<file path="src/hdl/sse_pkg.sv">
// shared types and constants for the sparse set engine
// no dependencies; compiled first

package sse_pkg;

    localparam int CMD_W        = 3;
    localparam int VAL_W        = 6;
    localparam int COUNT_W      = 7;
    localparam int MAX_DEPTH    = 64;
    localparam int SET_SIZE_DEF = 64;

    localparam logic [CMD_W-1:0] CMD_ADD      = 3'd0;
    localparam logic [CMD_W-1:0] CMD_REMOVE   = 3'd1;
    localparam logic [CMD_W-1:0] CMD_CONTAINS = 3'd2;
    localparam logic [CMD_W-1:0] CMD_CLEAR    = 3'd3;
    localparam logic [CMD_W-1:0] CMD_ITERATE  = 3'd4;

    typedef enum logic [2:0] {
        S_IDLE,
        S_POS,
        S_DEN,
        S_ACT,
        S_MOV,
        S_IT_PRE,
        S_IT_OUT,
        S_RESP
    } t_state;

    typedef enum logic [1:0] {
        U_LT,
        U_EQ,
        U_INC,
        U_DEC
    } t_unit_op;

endpackage

</file>
<file path="src/hdl/sse_if.sv">
// valid/ready channel interfaces for command and result transactions
// depends on sse_pkg for field widths

interface sse_in_if import sse_pkg::*; ();
    logic             valid;
    logic             ready;
    logic [CMD_W-1:0] command;
    logic [VAL_W-1:0] value;

    modport source (output valid, output command, output value, input ready);
    modport sink   (input valid, input command, input value, output ready);
endinterface

interface sse_out_if import sse_pkg::*; ();
    logic               valid;
    logic               ready;
    logic               found;
    logic [VAL_W-1:0]   member;
    logic               member_valid;
    logic [COUNT_W-1:0] set_count;
    logic               last;

    modport source (output valid, output found, output member, output member_valid,
                    output set_count, output last, input ready);
    modport sink   (input valid, input found, input member, input member_valid,
                    input set_count, input last, output ready);
endinterface

</file>
<file path="src/hdl/sse_unit.sv">
// shared compare / increment / decrement unit used by the sequencer
// depends on sse_pkg

module sse_unit import sse_pkg::*; (
    input  t_unit_op           i_op,
    input  logic [COUNT_W-1:0] i_a,
    input  logic [COUNT_W-1:0] i_b,
    output logic [COUNT_W-1:0] o_y,
    output logic               o_flag
);

    always_comb begin
        o_y    = i_a;
        o_flag = 1'b0;
        case (i_op)
            U_LT:    o_flag = (i_a < i_b);
            U_EQ:    o_flag = (i_a == i_b);
            U_INC:   o_y = i_a + COUNT_W'(1);
            U_DEC:   o_y = i_a - COUNT_W'(1);
            default: o_y = i_a;
        endcase
    end

endmodule

</file>
<file path="src/hdl/sparse_set_engine.sv">
// top level of the sparse set engine: sequencer, tables and result register
// depends on sse_pkg, sse_if and sse_unit

// Holds a set of values below SET_SIZE (at most 64, the value field's range) as
// a sparse set: a position table indexed by value and a dense member table,
// both single-port memories with registered reads, plus a member count. One
// command is taken at a time; the block is not ready until the command's last
// result has been loaded into the output register. After acceptance, clear and
// unknown commands and iterate on an empty set go straight to the response;
// contains, add and remove read the position table, then the dense table, then
// act, and remove of a present value adds a move step (the extra table read of
// the last member); iterate prepares and then offers the members in turn. This
// order comes from the chain of registered table reads feeding one shared
// compare/increment unit, and a stall of the result channel lengthens it. The
// tables need no clearing pass after reset: position entries carry
// reset-cleared valid bits and dense entries are only used below the count.

module sparse_set_engine import sse_pkg::*; #(
    parameter int SET_SIZE = SET_SIZE_DEF
) (
    input  logic      i_clk,
    input  logic      i_rst_n,
    sse_in_if.sink    i_in,
    sse_out_if.source o_out
);

    localparam int DEPTH = (SET_SIZE < MAX_DEPTH) ? SET_SIZE : MAX_DEPTH;
    localparam int AW    = $clog2(DEPTH);

    t_state r_state, n_state;

    logic [CMD_W-1:0]   r_cmd;
    logic [VAL_W-1:0]   r_val;
    logic               r_vok;
    logic               r_lt, n_lt;
    logic               r_was, n_was;
    logic [COUNT_W-1:0] r_count, n_count;
    logic [AW-1:0]      r_idx, n_idx;
    logic [AW-1:0]      r_last_pos, n_last_pos;

    // tables
    logic [AW-1:0]      r_pos_mem [DEPTH];
    logic [DEPTH-1:0]   r_pos_vld;
    logic [AW-1:0]      r_pos_rd;
    logic               r_pos_rd_vld;
    logic [VAL_W-1:0]   r_den_mem [DEPTH];
    logic [VAL_W-1:0]   r_den_rd;

    logic               pos_re, pos_we, den_re, den_we;
    logic [AW-1:0]      pos_ra, pos_wa, pos_wd, den_ra, den_wa;
    logic [VAL_W-1:0]   den_wd;

    // result register
    logic               r_ov;
    logic               r_found;
    logic [VAL_W-1:0]   r_member;
    logic               r_member_valid;
    logic [COUNT_W-1:0] r_set_count;
    logic               r_last;

    logic               emit, e_found, e_mvalid, e_last;
    logic [VAL_W-1:0]   e_member;

    t_unit_op           u_op;
    logic [COUNT_W-1:0] u_a, u_b, u_y;
    logic               u_flag;

    logic               accept, out_free, vok_in, it_last;
    logic [AW-1:0]      pos_eff;

    sse_unit u_unit (
        .i_op   (u_op),
        .i_a    (u_a),
        .i_b    (u_b),
        .o_y    (u_y),
        .o_flag (u_flag)
    );

    assign i_in.ready = (r_state == S_IDLE);
    assign accept     = i_in.valid && i_in.ready;
    assign out_free   = !r_ov || o_out.ready;
    assign vok_in     = (32'(i_in.value) < 32'(SET_SIZE));
    assign pos_eff    = r_pos_rd_vld ? r_pos_rd : '0;
    assign it_last    = (r_idx == r_last_pos);

    assign o_out.valid        = r_ov;
    assign o_out.found        = r_found;
    assign o_out.member       = r_member;
    assign o_out.member_valid = r_member_valid;
    assign o_out.set_count    = r_set_count;
    assign o_out.last         = r_last;

    // next state
    always_comb begin
        n_state = r_state;
        case (r_state)
            S_IDLE: begin
                if (accept) begin
                    if (i_in.command == CMD_ADD || i_in.command == CMD_REMOVE ||
                        i_in.command == CMD_CONTAINS) begin
                        n_state = S_POS;
                    end else if (i_in.command == CMD_ITERATE && r_count != '0) begin
                        n_state = S_IT_PRE;
                    end else begin
                        n_state = S_RESP;
                    end
                end
            end
            S_POS:    n_state = S_DEN;
            S_DEN:    n_state = S_ACT;
            S_ACT:    n_state = (r_cmd == CMD_REMOVE && r_was) ? S_MOV : S_RESP;
            S_MOV:    n_state = S_RESP;
            S_IT_PRE: n_state = S_IT_OUT;
            S_IT_OUT: begin
                if (out_free && it_last) begin
                    n_state = S_IDLE;
                end
            end
            S_RESP: begin
                if (out_free) begin
                    n_state = S_IDLE;
                end
            end
            default:  n_state = S_IDLE;
        endcase
    end

    // datapath control
    always_comb begin
        pos_re     = 1'b0;
        pos_ra     = i_in.value[AW-1:0];
        pos_we     = 1'b0;
        pos_wa     = r_val[AW-1:0];
        pos_wd     = r_count[AW-1:0];
        den_re     = 1'b0;
        den_ra     = pos_eff;
        den_we     = 1'b0;
        den_wa     = r_count[AW-1:0];
        den_wd     = r_val;
        u_op       = U_LT;
        u_a        = r_count;
        u_b        = r_count;
        n_lt       = r_lt;
        n_was      = r_was;
        n_count    = r_count;
        n_idx      = r_idx;
        n_last_pos = r_last_pos;
        emit       = 1'b0;
        e_found    = 1'b0;
        e_member   = '0;
        e_mvalid   = 1'b0;
        e_last     = 1'b1;
        case (r_state)
            S_IDLE: begin
                if (accept) begin
                    pos_re = 1'b1;
                    n_was  = 1'b0;
                    if (i_in.command == CMD_ITERATE) begin
                        den_re = 1'b1;
                        den_ra = '0;
                    end
                    if (i_in.command == CMD_CLEAR) begin
                        n_count = '0;
                    end
                end
            end
            S_POS: begin
                u_op   = U_LT;
                u_a    = COUNT_W'(pos_eff);
                u_b    = r_count;
                n_lt   = u_flag;
                den_re = 1'b1;
                den_ra = pos_eff;
            end
            S_DEN: begin
                u_op  = U_EQ;
                u_a   = COUNT_W'(r_den_rd);
                u_b   = COUNT_W'(r_val);
                n_was = r_vok && r_lt && u_flag;
            end
            S_ACT: begin
                if (r_cmd == CMD_ADD && !r_was && r_vok) begin
                    // append at the end of the dense table
                    u_op    = U_INC;
                    u_a     = r_count;
                    den_we  = 1'b1;
                    pos_we  = 1'b1;
                    n_count = u_y;
                end else if (r_cmd == CMD_REMOVE && r_was) begin
                    // fetch the last member to refill the freed slot
                    u_op       = U_DEC;
                    u_a        = r_count;
                    den_re     = 1'b1;
                    den_ra     = u_y[AW-1:0];
                    n_last_pos = u_y[AW-1:0];
                end
            end
            S_MOV: begin
                den_we  = 1'b1;
                den_wa  = pos_eff;
                den_wd  = r_den_rd;
                pos_we  = 1'b1;
                pos_wa  = r_den_rd[AW-1:0];
                pos_wd  = pos_eff;
                n_count = COUNT_W'(r_last_pos);
            end
            S_IT_PRE: begin
                u_op       = U_DEC;
                u_a        = r_count;
                n_last_pos = u_y[AW-1:0];
                n_idx      = '0;
            end
            S_IT_OUT: begin
                if (out_free) begin
                    emit     = 1'b1;
                    e_member = r_den_rd;
                    e_mvalid = 1'b1;
                    e_last   = it_last;
                    if (!it_last) begin
                        u_op   = U_INC;
                        u_a    = COUNT_W'(r_idx);
                        n_idx  = u_y[AW-1:0];
                        den_re = 1'b1;
                        den_ra = u_y[AW-1:0];
                    end
                end
            end
            S_RESP: begin
                if (out_free) begin
                    emit    = 1'b1;
                    e_found = r_was;
                end
            end
            default: begin
                emit = 1'b0;
            end
        endcase
    end

    // control state
    always_ff @(posedge i_clk) begin
        if (!i_rst_n) begin
            r_state   <= S_IDLE;
            r_count   <= '0;
            r_pos_vld <= '0;
            r_ov      <= 1'b0;
        end else begin
            r_state <= n_state;
            r_count <= n_count;
            if (pos_we) begin
                r_pos_vld[pos_wa] <= 1'b1;
            end
            if (emit) begin
                r_ov <= 1'b1;
            end else if (o_out.ready) begin
                r_ov <= 1'b0;
            end
        end
    end

    // payload and sequencer scratch
    always_ff @(posedge i_clk) begin
        if (accept) begin
            r_cmd <= i_in.command;
            r_val <= i_in.value;
            r_vok <= vok_in;
        end
        r_lt       <= n_lt;
        r_was      <= n_was;
        r_idx      <= n_idx;
        r_last_pos <= n_last_pos;
        if (emit) begin
            r_found        <= e_found;
            r_member       <= e_member;
            r_member_valid <= e_mvalid;
            r_set_count    <= n_count;
            r_last         <= e_last;
        end
    end

    // position table
    always_ff @(posedge i_clk) begin
        if (pos_we) begin
            r_pos_mem[pos_wa] <= pos_wd;
        end
        if (pos_re) begin
            r_pos_rd     <= r_pos_mem[pos_ra];
            r_pos_rd_vld <= r_pos_vld[pos_ra];
        end
    end

    // dense member table
    always_ff @(posedge i_clk) begin
        if (den_we) begin
            r_den_mem[den_wa] <= den_wd;
        end
        if (den_re) begin
            r_den_rd <= r_den_mem[den_ra];
        end
    end

endmodule

</file>
<file path="src/flat_wrapper.sv">
// flat-port wrapper written by rule: the top's interface ports become plain ports
module sparse_set_engine_flat import sse_pkg::*;
#(
    parameter int SET_SIZE = SET_SIZE_DEF
)
  (i_clk, i_rst_n, i_in_valid, i_in_command, i_in_value, i_in_ready, o_out_valid, o_out_found, o_out_member, o_out_member_valid, o_out_set_count, o_out_last, o_out_ready);
  sse_in_if i_in_i ();
  sse_out_if o_out_i ();
  input  logic i_clk;
  input  logic i_rst_n;
  input wire logic [$bits(i_in_i.valid)-1:0] i_in_valid;
  input wire logic [$bits(i_in_i.command)-1:0] i_in_command;
  input wire logic [$bits(i_in_i.value)-1:0] i_in_value;
  output wire logic [$bits(i_in_i.ready)-1:0] i_in_ready;
  output wire logic [$bits(o_out_i.valid)-1:0] o_out_valid;
  output wire logic [$bits(o_out_i.found)-1:0] o_out_found;
  output wire logic [$bits(o_out_i.member)-1:0] o_out_member;
  output wire logic [$bits(o_out_i.member_valid)-1:0] o_out_member_valid;
  output wire logic [$bits(o_out_i.set_count)-1:0] o_out_set_count;
  output wire logic [$bits(o_out_i.last)-1:0] o_out_last;
  input wire logic [$bits(o_out_i.ready)-1:0] o_out_ready;
  assign i_in_i.valid = i_in_valid;
  assign i_in_i.command = i_in_command;
  assign i_in_i.value = i_in_value;
  assign i_in_ready = i_in_i.ready;
  assign o_out_valid = o_out_i.valid;
  assign o_out_found = o_out_i.found;
  assign o_out_member = o_out_i.member;
  assign o_out_member_valid = o_out_i.member_valid;
  assign o_out_set_count = o_out_i.set_count;
  assign o_out_last = o_out_i.last;
  assign o_out_i.ready = o_out_ready;
  sparse_set_engine #(.SET_SIZE(SET_SIZE)) u_core (.i_clk(i_clk), .i_rst_n(i_rst_n), .i_in(i_in_i), .o_out(o_out_i));
endmodule
</file>
<file path="config.mk">
export PLATFORM = sky130hd
export DESIGN_NAME = sparse_set_engine_flat
export DESIGN_NICKNAME = d
export VERILOG_FILES = /design/src/hdl/sse_pkg.sv /design/src/hdl/sse_if.sv /design/src/hdl/sse_unit.sv /design/src/hdl/sparse_set_engine.sv /design/src/flat_wrapper.sv
export SDC_FILE = /design/constraint.sdc
export NUM_CORES = 1
export LEC_CHECK = 0
export BUFFER_PORTS_ARGS = -buffer_cell sky130_fd_sc_hd__buf_2
export CAP_MARGIN = 5
export CORE_MARGIN = 2
export CORE_UTILIZATION = 36
export CTS_BUF_LIST = sky130_fd_sc_hd__clkbuf_16
export DETAILED_ROUTE_END_ITERATION = 8
export PLACE_DENSITY = 0.53
export SYNTH_ARGS = -nofsm -noshare
export SYNTH_HDL_FRONTEND = slang
export SYNTH_HIERARCHICAL = 1
export SYNTH_SLANG_ARGS = --single-unit
export TNS_END_PERCENT = 100
</file>
<file path="constraint.sdc">
create_clock -name i_clk -period 5.5 [get_ports i_clk]
set_input_delay 1.1 -clock i_clk [delete_from_list [all_inputs] [get_ports i_clk]]
set_output_delay 1.1 -clock i_clk [all_outputs]
set_load 0.03 [all_outputs]
</file>
==> impl_metrics.tcl, run 1 <==
set metrics [dict create \
    outcome "finished clean" \
    final_nets 2312 \
    fin_setup_tns_ns 0 \
    die_h_um 321 \
    synth-compound-area-share_pct 5.22 \
    cp_max_fo 22 \
    die-area_um2 103000 \
    finClkSkew_ns 0.0200 \
    maxSlewHeadroom_pct 28.7 \
    clk_pin_slew_ns 0.06 \
    drtPass1Iterations 5 \
    synth_cell_types 70 \
    pin_count 31 \
    io_buffers 30 \
    drc_errors 0 \
    synth-adder-area-share_pct 0.277 \
    rsz0062_at_grt "false" \
    fin_crit_sh_pct 95.6 \
    yosysSeqAreaShare_pct 72.2 \
    cts.hold.buffers_added 0 \
    hp-class "flop to flop" \
    final-setup-viol-count 0 \
    cts_sinks 895 \
    cts_max_path_buffers 3 \
    routed-via-count 20210 \
    drv_slew 0 \
    synth_top_area_share_pct 68.1 \
    die_w_um 321 \
    grtUsageTotal_pct 18.3 \
    synth_enable_flop_cells 820 \
    ant_nets 0 \
    grt_pass1_vias 20501 \
    grt_antenna_before_repair 0 \
    synth_xor_area_share_pct 0.339 \
    hpwl_mm 62.0 \
    ys_seq_elements 895 \
    rows 116 \
    yosys_most_used_dff "edfxtp_1" \
    yosysWarnings 6 \
    gp_congestion 0.908 \
    worstPathArrival_ns 5.64 \
    synth_top_area_cell "edfxtp_1" \
    grt_pass1_wl_mm 139 \
    cp.required_ns 5.88 \
    p_total_w 0.0158 \
    grt_max_degree 67 \
    tightest_slew_ns 1.07 \
    grt.overflow.total 0 \
    synth_area_leaders "edfxtp_1 68%, mux4_2 9.2%, dfxtp_1 4.1%" \
    drtIter0Drc 1917 \
    cts-root-buf "clkbuf_16" \
    start_util_pct 36.2 \
    fmax_ghz 0.190 \
    numCtsBuffers 92 \
    routedWlPerCell_um 25.7 \
    p_per_area_nw_per_um2 383 \
    vias_per_cell 5.51 \
    drive_gt1_share_pct 18.9 \
    layout_min_cycle_time_ns 5.26 \
    synthArstFlopShare_pct 0 \
    reg2reg_setup_slack_ns 0.24 \
    synth_area_per_cell_um2 16.6 \
    syn_inst 2180 \
    syn2layout_area_growth_pct 14.1 \
    htree_levels 3 \
    synthMuxAreaShare_pct 13.2 \
    syn_area_um2 36200 \
    hold_viol_final 0 \
    cap_violations 0 \
    yosys.area_share.simple_pct 7.29 \
    path_class "flop to flop" \
    clock_latency_ns 0.66 \
    synth_top_family_by_area "multiplexers" \
    leakagePower_nw 13.7 \
    drt-total-wl_mm 94.4 \
    cts_tree "built" \
    startpoint_type "flop" \
    holdWs_ns 0.460 \
    core-area_um2 99900 \
    worst_setup_path_end_kind "flop" \
    synth_nets 2201 \
    ir_worst_vdd_v 0.000249 \
]
layout by cell type, fill, tap and decap left out, types with 24 or more instances in the layout:
cell,synthesis,routed
nand3_1,60,60
nor2_1,172,172
clkbuf_16,0,92
clkinv_2,0,24
mux2i_1,128,127
edfxtp_1,820,820
o21a_1,68,68
mux4_2,148,148
inv_1,31,35
o22ai_1,47,47
dfxtp_1,75,75
nand2_1,228,227
buf_4,2,86
buf_2,19,28
cell type report:
class                           count  area (um2)
Timing Repair Buffer              118         857
Sequential cell                   895       26100
Antenna cell                        1        2.50
Clock inverter                     81         704
Tap cell                         1298        1620
Clock buffer                       92        2300
Fill cell                        8956       58600
Multi-Input combinational cell   1153        9570
Inverter                           31         116
what timing repair did:
action	in CTS	in global routing
endpoints found under the setup margin	0	6
endpoints found under the hold margin	0	0
setup buffers	0	0
gates resized for setup	0	2
registers in the layout, summed over array words and instances (netlist names), 3 cells and up:
signal,cells
u_core/r_pos_rd,6
u_core/r_last_pos,6
u_core/r_den_rd,6
u_core/o_out.member,6
u_core/o_out.set_count,7
u_core/r_pos_vld,64
u_core/r_idx,6
u_core/r_pos_mem,384
u_core/r_val,6
u_core/r_den_mem,384
u_core/r_count,7
u_core/r_state,3
u_core/r_cmd,3
metal layers:
layer  wire (um)  up-vias  global-route usage, %
li1            -     8847                      -
met1       39300    10527                   23.8
met2       47500      672                   31.4
met3        5070      164                   2.92
met4        2580        0                   5.63
met5           0        -                      0
logic make-up (layout without fill, tap and decap cells):
family / after synthesis / after routing
compound gates: 256 / 256
xor+xnor: 14 / 14
fa+ha+maj: 8 / 8
buf+inv: 132 / 322
flops: 895 / 895
mux: 289 / 289
other cells: 0 / 1
simple gates: 586 / 586
critical path, cell delays in order (launching register included):
cell and delay, ns:
edfxtp_1 0.42, xor2_1 0.19, nor4_2 0.32, nor3b_2 0.30, nor3_1 0.09, a222oi_1 0.38
nand2_1 0.15, xnor2_1 0.18, ha_1 0.24, nand2b_1 0.20, o21ai_0 0.15, nand2_1 0.09
xnor2_1 0.19, buf_4 0.19, o21ai_0 0.34, nand2_1 0.09, nand2_1 0.09, buf_4 0.28
a31oi_1 0.16, a32oi_1 0.42, and3_1 0.37, nand4_1 0.13
synthesized netlist by cell type, drive strengths merged (4+ instances only):
master / n
nand3: 60
a211oi: 15
o22ai: 47
nand2: 228
a21boi: 4
mux2: 13
ha: 8
dfxtp: 75
nand4: 16
a31oi: 19
and2: 26
nand2b: 5
edfxtp: 820
mux4: 148
nor4: 11
a32oi: 18
nor3b: 5
nor4b: 4
o31ai: 7
o211ai: 4
inv: 31
nor3: 14
clkbuf: 49
xor2: 7
buf: 52
a222oi: 9
and3: 21
xnor2: 7
o21a: 68
o2111ai: 11
o21ai: 17
mux2i: 128
nor2b: 9
a21oi: 14
nor2: 172
power breakdown:
| group | switching, W | leakage, nW | internal, W | total [W] |
|---|---|---|---|---|
| registers | 0.0000758 | 8.09 | 0.00770 | 0.00778 |
| logic | 0.00129 | 4.04 | 0.000578 | 0.00186 |
| clock network | 0.00266 | 1.53 | 0.00354 | 0.00619 |
metrics by stage:
| stage | setup slack, ns | cell area (um2) | cells | util, % |
|---|---|---|---|---|
| final | 0.241 | 41300 | 3669 | 41.4 |
| after global routing | 0.00726 | 41300 | 3668 | 41.4 |
| after CTS | 0.253 | 41300 | 3668 | 41.3 |
| after detailed placement | 0.0502 | 38300 | 3495 | 38.3 |
| after global placement | 0.115 | 38300 | 3495 | 38.3 |
| after floorplan | 0.0755 | 36200 | 2180 | - |
path summary, 6_finish.rpt:
kind                                                   startpoint                                end  depth (start not counted)
worst max register to register     u_core/r_last_pos[2]$_DFFE_PP_       u_core/r_den_rd[0]$_DFFE_PP_                         21
worst min register to register  u_core/r_pos_vld[51]$_SDFFE_PN0P_  u_core/r_pos_vld[51]$_SDFFE_PN0P_                          1
worst min-delay path            u_core/r_pos_vld[51]$_SDFFE_PN0P_  u_core/r_pos_vld[51]$_SDFFE_PN0P_                          1
worst max-delay path               u_core/r_last_pos[2]$_DFFE_PP_       u_core/r_den_rd[0]$_DFFE_PP_                         21
Power figures use the tool's default switching activity.
==> run 2: changes to the inputs <==
- CTS_BUF_LIST: sky130_fd_sc_hd__clkbuf_16 -> unset
==> run 2 against run 1 <==
Effect of this change:
- fmax fell by 0.45%
- via count fell by 0.38%
- sequential power barely moved
- clock-buffer cell count rose by 21
- design area rose by 0.17%
- critical endpoint is now u_core/r_den_rd[5]$_DFFE_PP_
- setup slack got worse by 0.024 ns
- the run now ends with design-rule violations left
==> impl_metrics.tcl, run 2 (synthesized netlist as in run 1, its figures left out) <==
set metrics [dict create \
    routed-via-count 20133 \
    hp-class "flop to flop" \
    grt_pass1_wl_mm 139 \
    hpwl_mm 62.0 \
    rows 116 \
    cp_slowest_cell "xnor2_1" \
    start_util_pct 36.2 \
    cap_violations 0 \
    hold_viol_final 0 \
    cts_sinks 895 \
    routedWlPerCell_um 25.7 \
    final-setup-viol-count 0 \
    gp_congestion 0.908 \
    cts_max_path_buffers 3 \
    hold_depth 1 \
    cts_tree "built" \
    vias_per_cell 5.49 \
    p_per_area_nw_per_um2 386 \
    fmax_ghz 0.189 \
    fin_setup_tns_ns 0 \
    min_to "u_core/r_pos_vld[51]$_SDFFE_PN0P_" \
    drt-total-wl_mm 94.3 \
    rsz0062_at_grt "false" \
    ir_worst_vdd_v 0.000248 \
    core-area_um2 99900 \
    die_w_um 321 \
    worstPathCellList "xor2_1, nor4_2, nor3b_2, nor3_1, buf_4, a222oi_1, nand2_1, nor4b_1, o21ai_0, xnor2_1, nand2b_1, inv_1, nand4_1, mux2i_1, nand2_1, buf_4, o22ai_1, nor3_1, and3_1, nand4_1" \
    cp.required_ns 6.02 \
    r2r_start "u_core/r_last_pos[2]$_DFFE_PP_" \
    fin_crit_sh_pct 96.1 \
    ant_nets 0 \
    worstPathArrival_ns 5.80 \
    clock_latency_ns 0.66 \
    reg2reg_setup_slack_ns 0.22 \
    pin_count 31 \
    outcome "finished with violations" \
    grt.overflow.total 0 \
    mostFrequentLayoutCells "820 x edfxtp_1, 227 x nand2_1, 172 x nor2_1" \
    maxSlewHeadroom_pct 28.7 \
    num-fill-cells 8947 \
    violations "design-rule violations" \
    htree_levels 3 \
    layout_min_cycle_time_ns 5.28 \
    path_class "flop to flop" \
    die-area_um2 103000 \
    worst_setup_path_end_kind "flop" \
    crit_path_max_incr_delay_ns 0.63 \
    cts-root-buf "clkbuf_16" \
    drive_gt1_share_pct 19.2 \
    leakagePower_nw 13.6 \
    grtUsageTotal_pct 18.3 \
    drv_slew 0 \
    tightest_slew_ns 1.07 \
    r2r_cells 20 \
    grt_antenna_before_repair 0 \
    syn2layout_area_growth_pct 14.3 \
    worstHoldStart "u_core/r_pos_vld[51]$_SDFFE_PN0P_" \
    drtIter0Drc 1905 \
    drtPass1Iterations 7 \
    io_buffers 30 \
    layout_commonest_cell "edfxtp_1" \
    reg_top3 "u_core/r_den_mem (384), u_core/r_pos_mem (384), u_core/r_pos_vld (64)" \
    drc_errors 2 \
    finClkSkew_ns 0.0219 \
    startpoint_type "flop" \
    grt_pass1_vias 20490 \
    final_nets 2312 \
    clk_pin_slew_ns 0.06 \
    timing.rr.end "u_core/r_den_rd[5]$_DFFE_PP_" \
    cp_max_fo 7 \
    die_h_um 321 \
    grt_max_degree 67 \
    holdWs_ns 0.459 \
    numCtsBuffers 92 \
]
-- run 2: cell types whose count changed in the layout (fill, tap and decap cells not counted) --
cell      delta
clkbuf_8     +7
inv_1       -14
clkbuf_1    +14
clkinv_1     -7
-- run 2: through the flow --
step	setup slack [ns]	total power (W)	instances	utilization (%)	instance area [um2]
2_1_floorplan	0.0755	0.00900	2180	-	36200
3_3_place_gp	0.115	0.00976	3495	38.3	38300
3_5_place_dp	0.0502	0.00978	3495	38.3	38300
4_1_cts	0.253	0.0161	3668	41.4	41400
5_1_grt	0.00726	0.0165	3668	41.4	41400
6_report	0.217	0.0160	3669	41.4	41400
-- run 2: power breakdown --
part | internal (W) | total, W | switching (W)
combinational | 0.000578 | 0.00186 | 0.00129
sequential | 0.00770 | 0.00778 | 0.0000760
clock | 0.00366 | 0.00632 | 0.00265
-- run 2: cell type report --
type / instances / area [um2] / area share, %
Sequential cell: 895 / 26100 / 63.1
Multi-Input combinational cell: 1153 / 9570 / 23.1
Clock buffer: 113 / 2450 / 5.92
Tap cell: 1298 / 1620 / 3.93
Timing Repair Buffer: 118 / 857 / 2.07
Clock inverter: 60 / 626 / 1.51
Inverter: 31 / 116 / 0.281
Antenna cell: 1 / 2.50 / 0.00605
-- run 2: worst max-delay path by stage --
stage | from | to | slack [ns] | cells past startpoint
5_1_grt | u_core/r_last_pos[2]$_DFFE_PP_ | u_core/r_den_rd[5]$_DFFE_PP_ | 0.007 | 21
3_3_place_gp | o_out_ready | u_core/r_den_rd[2]$_DFFE_PP_ | 0.11 | 16
3_5_place_dp | o_out_ready | u_core/r_den_rd[0]$_DFFE_PP_ | 0.05 | 20
4_1_cts | u_core/r_last_pos[2]$_DFFE_PP_ | u_core/r_den_rd[0]$_DFFE_PP_ | 0.25 | 21
2_1_floorplan | o_out_ready | u_core/r_den_rd[4]$_DFFE_PP_ | 0.08 | 22
6_report | u_core/r_last_pos[2]$_DFFE_PP_ | u_core/r_den_rd[5]$_DFFE_PP_ | 0.22 | 20
-- run 2: timing repair --
item / CTS / global route
hold buffers: 0 / 0
endpoints found under the setup margin: 0 / 6
buffers inserted: 0 / 0
resized for setup: 0 / 2
-- run 2: worst max-delay path, delay by kind of cell (launching register included) --
family / cells / cell delay (ns)
simple gates: 11 / 2.24
compound gates: 3 / 0.82
flops: 1 / 0.42
buf+inv: 3 / 0.55
xor+xnor: 2 / 0.82
mux: 1 / 0.26
-- run 2: layer usage --
layer / routed length (um) / vias to the layer above / GRT usage (%) / part of all wire (%)
met5: 0 / - / 0 / 0
met4: 2550 / 0 / 5.63 / 2.7
met3: 5180 / 151 / 2.92 / 5.5
met2: 47400 / 663 / 31.4 / 50
met1: 39200 / 10466 / 23.8 / 42
li1: - / 8853 / - / -
==> run 3: changes to the inputs <==
- SYNTH_HIERARCHICAL: 1 -> unset
==> run 3 against run 2 <==
Effect of this change:
- the run now ends clean
- synthesized cell count fell by 14%
- synthesized area decreased by 1.2%
- sequential cell count is the same
- setup slack improved by 0.29 ns
- final cell count is 9.0% lower
- clock-buffer cell count is 3 higher
- critical path depth decreased by 7
- via count is 8.2% lower
- sequential power is 3.6% higher
- worst hold slack gained 0.0035 ns
- wire length decreased by 6.4%
- critical endpoint is now u_core.r_den_rd[4]$_DFFE_PP_
- largest power group unchanged
==> impl_metrics.tcl, run 3 <==
set metrics [dict create \
    outcome "finished clean" \
    hold_viol_final 0 \
    synth_top_family_by_area "multiplexers" \
    final_nets 1996 \
    worst_setup_path_end_kind "flop" \
    synthArstFlopShare_pct 0 \
    htree_levels 3 \
    vias_per_cell 5.54 \
    numCtsBuffers 94 \
    cts.repair.resized 0 \
    pin_count 31 \
    die-area_um2 102000 \
    swShare_pct 25.9 \
    p_per_area_nw_per_um2 425 \
    final-setup-viol-count 0 \
    p_comb_share_pct 14.6 \
    synth_cell_types 67 \
    drv_slew 0 \
    hp-class "flop to flop" \
    cts_setup_buffers 0 \
    fin_setup_tns_ns 0 \
    synth_enable_flop_cells 820 \
    routed-via-count 18490 \
    yosys_most_used_dff "edfxtp_1" \
    start_util_pct 36.3 \
    worstPathArrival_ns 5.40 \
    clk_pin_slew_ns 0.06 \
    cts_sinks 895 \
    grt_max_degree 68 \
    core-area_um2 98400 \
    stdcell_count 3339 \
    cp-startpoint "u_core.r_state[1]$_SDFFE_PN0P_" \
    p_seq_share_pct 46.3 \
    synth_nets 1907 \
    synthMuxAreaShare_pct 15.9 \
    grt_pass1_wl_mm 130 \
    timing.rr.end "u_core.r_den_rd[4]$_DFFE_PP_" \
    yosys.area_share.simple_pct 4.48 \
    synth_xor_area_share_pct 0.294 \
    cap_violations 0 \
    grt.overflow.total 0 \
    drtIter0Drc 1922 \
    drtPass1Iterations 6 \
    reg2reg_setup_slack_ns 0.51 \
    ir_worst_vdd_v 0.000272 \
    layout_commonest_cell "edfxtp_1" \
    syn_inst 1881 \
    clock_latency_ns 0.67 \
    fmax_ghz 0.200 \
    yosysSeqAreaShare_pct 73.1 \
    cts-root-buf "clkbuf_16" \
    maxSlewHeadroom_pct 27.0 \
    drive_gt1_share_pct 23.5 \
    tightest_slew_ns 1.10 \
    power.share.clock_pct 39.2 \
    syn2layout_area_growth_pct 14.8 \
    hpwl_mm 55.3 \
    grt_antenna_before_repair 1 \
    p_total_w 0.0174 \
    yosysWarnings 0 \
    routedWlPerCell_um 26.5 \
    synth_top_area_share_pct 68.9 \
    synth_area_per_cell_um2 19.0 \
    mostFrequentLayoutCells "820 x edfxtp_1, 225 x mux4_2, 172 x nor2_1" \
    die_w_um 319 \
    cts_max_path_buffers 3 \
    finClkSkew_ns 0.0374 \
    r2r_start "u_core.r_state[1]$_SDFFE_PN0P_" \
    rsz0062_at_grt "false" \
    synth-compound-area-share_pct 4.42 \
    grt_pass1_vias 18764 \
    yosys-top-cells-count "820 x edfxtp_1, 225 x mux4_2, 173 x nor2_1, 75 x dfxtp_1, 74 x nand2_1" \
    drt-total-wl_mm 88.3 \
    drc_errors 0 \
    path_class "flop to flop" \
    r2r_cells 13 \
    synth_top_area_cell "edfxtp_1" \
    synth_area_leaders "edfxtp_1 69%, mux4_2 14%, dfxtp_1 4.2%" \
    rows 115 \
    startpoint_type "flop" \
    cp_max_fo 50 \
    dp.cells 3161 \
    p_switching_w 0.00451 \
    cts_tree "built" \
    io_buffers 30 \
    cts.hold.buffers_added 0 \
    ys_seq_elements 895 \
    syn_area_um2 35700 \
    layout_min_cycle_time_ns 4.99 \
    synth_most_common_cell "edfxtp_1" \
    gp_congestion 0.894 \
    grtUsageTotal_pct 17.3 \
    leakagePower_nw 13.3 \
    ant_nets 0 \
    intPower_w 0.0129 \
    die_h_um 319 \
    fin_crit_sh_pct 90.8 \
    cp.required_ns 5.91 \
    synth-adder-area-share_pct 0.476 \
    crit_end "u_core.r_den_rd[4]$_DFFE_PP_" \
    reg_top3 "u_core.r_den_mem (384), u_core.r_pos_mem (384), u_core.r_pos_vld (64)" \
]
[run 3: changes by cell type after synthesis, sizes merged, moves of 12 or more]
cell	before	now
a32oi	18	3
and3	21	8
and2	26	13
nand2	228	74
a211oi	15	1
buf	52	40
mux2i	128	58
nand3	60	18
a22o	1	42
nand4	16	2
o22ai	47	3
mux4	148	225
nor3	14	28
a31oi	19	2
[run 3: per-stage QoR]
stage / hold WS (ns) / instance area (um2) / util, % / setup WS (ns)
after floorplan: 0.435 / 35700 / - / 0.845
after global placement: 0.440 / 37700 / 38.3 / 0.404
final: 0.462 / 41000 / 41.7 / 0.506
after global routing: 0.479 / 41000 / 41.7 / 0.195
after CTS: 0.465 / 41000 / 41.7 / 0.545
after detailed placement: 0.450 / 37700 / 38.3 / 0.321
[run 3: final cells by class]
type,instances,area [um2]
repair buffers,75,622
clock buffers,116,2510
well taps,1287,1610
inverters,31,116
diodes,1,2.50
fillers,8656,57400
flip-flops and latches,895,26100
multi-input cells,873,9180
clock inverters,61,875
[run 3: how the worst min path moves through the flow]
stage	to	cells past startpoint	slack (ns)	startpoint
3_3_place_gp	u_core.r_pos_vld[26]$_SDFFE_PN0P_	1	0.44	u_core.r_pos_vld[26]$_SDFFE_PN0P_
3_5_place_dp	u_core.r_pos_vld[50]$_SDFFE_PN0P_	1	0.45	u_core.r_pos_vld[50]$_SDFFE_PN0P_
5_1_grt	u_core.r_pos_vld[50]$_SDFFE_PN0P_	1	0.48	u_core.r_pos_vld[50]$_SDFFE_PN0P_
6_report	u_core.r_pos_vld[54]$_SDFFE_PN0P_	1	0.46	u_core.r_pos_vld[54]$_SDFFE_PN0P_
2_1_floorplan	u_core.r_pos_vld[10]$_SDFFE_PN0P_	1	0.44	u_core.r_pos_vld[10]$_SDFFE_PN0P_
4_1_cts	u_core.r_pos_vld[50]$_SDFFE_PN0P_	1	0.46	u_core.r_pos_vld[50]$_SDFFE_PN0P_
[run 3: critical path, cell delays in order (launching register included)]
cell	delay, ns
dfxtp_1	0.69
nor2b_1	0.37
a22oi_1	0.18
o21bai_1	0.30
a222oi_1	0.62
fa_1	0.50
o21ai_0	0.21
o2bb2ai_4	0.32
buf_12	0.34
buf_4	0.23
mux4_2	0.30
a22o_1	0.24
nor3_1	0.28
nor4_1	0.08
[run 3: logic make-up after synthesis]
kind of cell,Yosys count
xor+xnor,12
mux,285
buf+inv,113
compound gates,205
simple gates,358
fa+ha+maj,13
flops,895
[run 3: power by group through the flow]
stage	Combinational, W	Sequential, W	Clock [W]
finish	0.00254	0.00806	0.00683
floorplan	0.00163	0.00815	0
global route	0.00275	0.00807	0.00723
CTS	0.00257	0.00806	0.00695
detailed placement	0.00256	0.00820	0
global placement	0.00252	0.00820	0
[run 3: routing by layer]
| metal | global-route usage [%] | share of wire (%) | vias up |
|---|---|---|---|
| met5 | 0 | 0 | - |
| met4 | 5.99 | 3.1 | 0 |
| met3 | 3.68 | 6.6 | 168 |
| met2 | 26.7 | 46 | 642 |
| met1 | 24.5 | 44 | 9845 |
| li1 | - | - | 7835 |
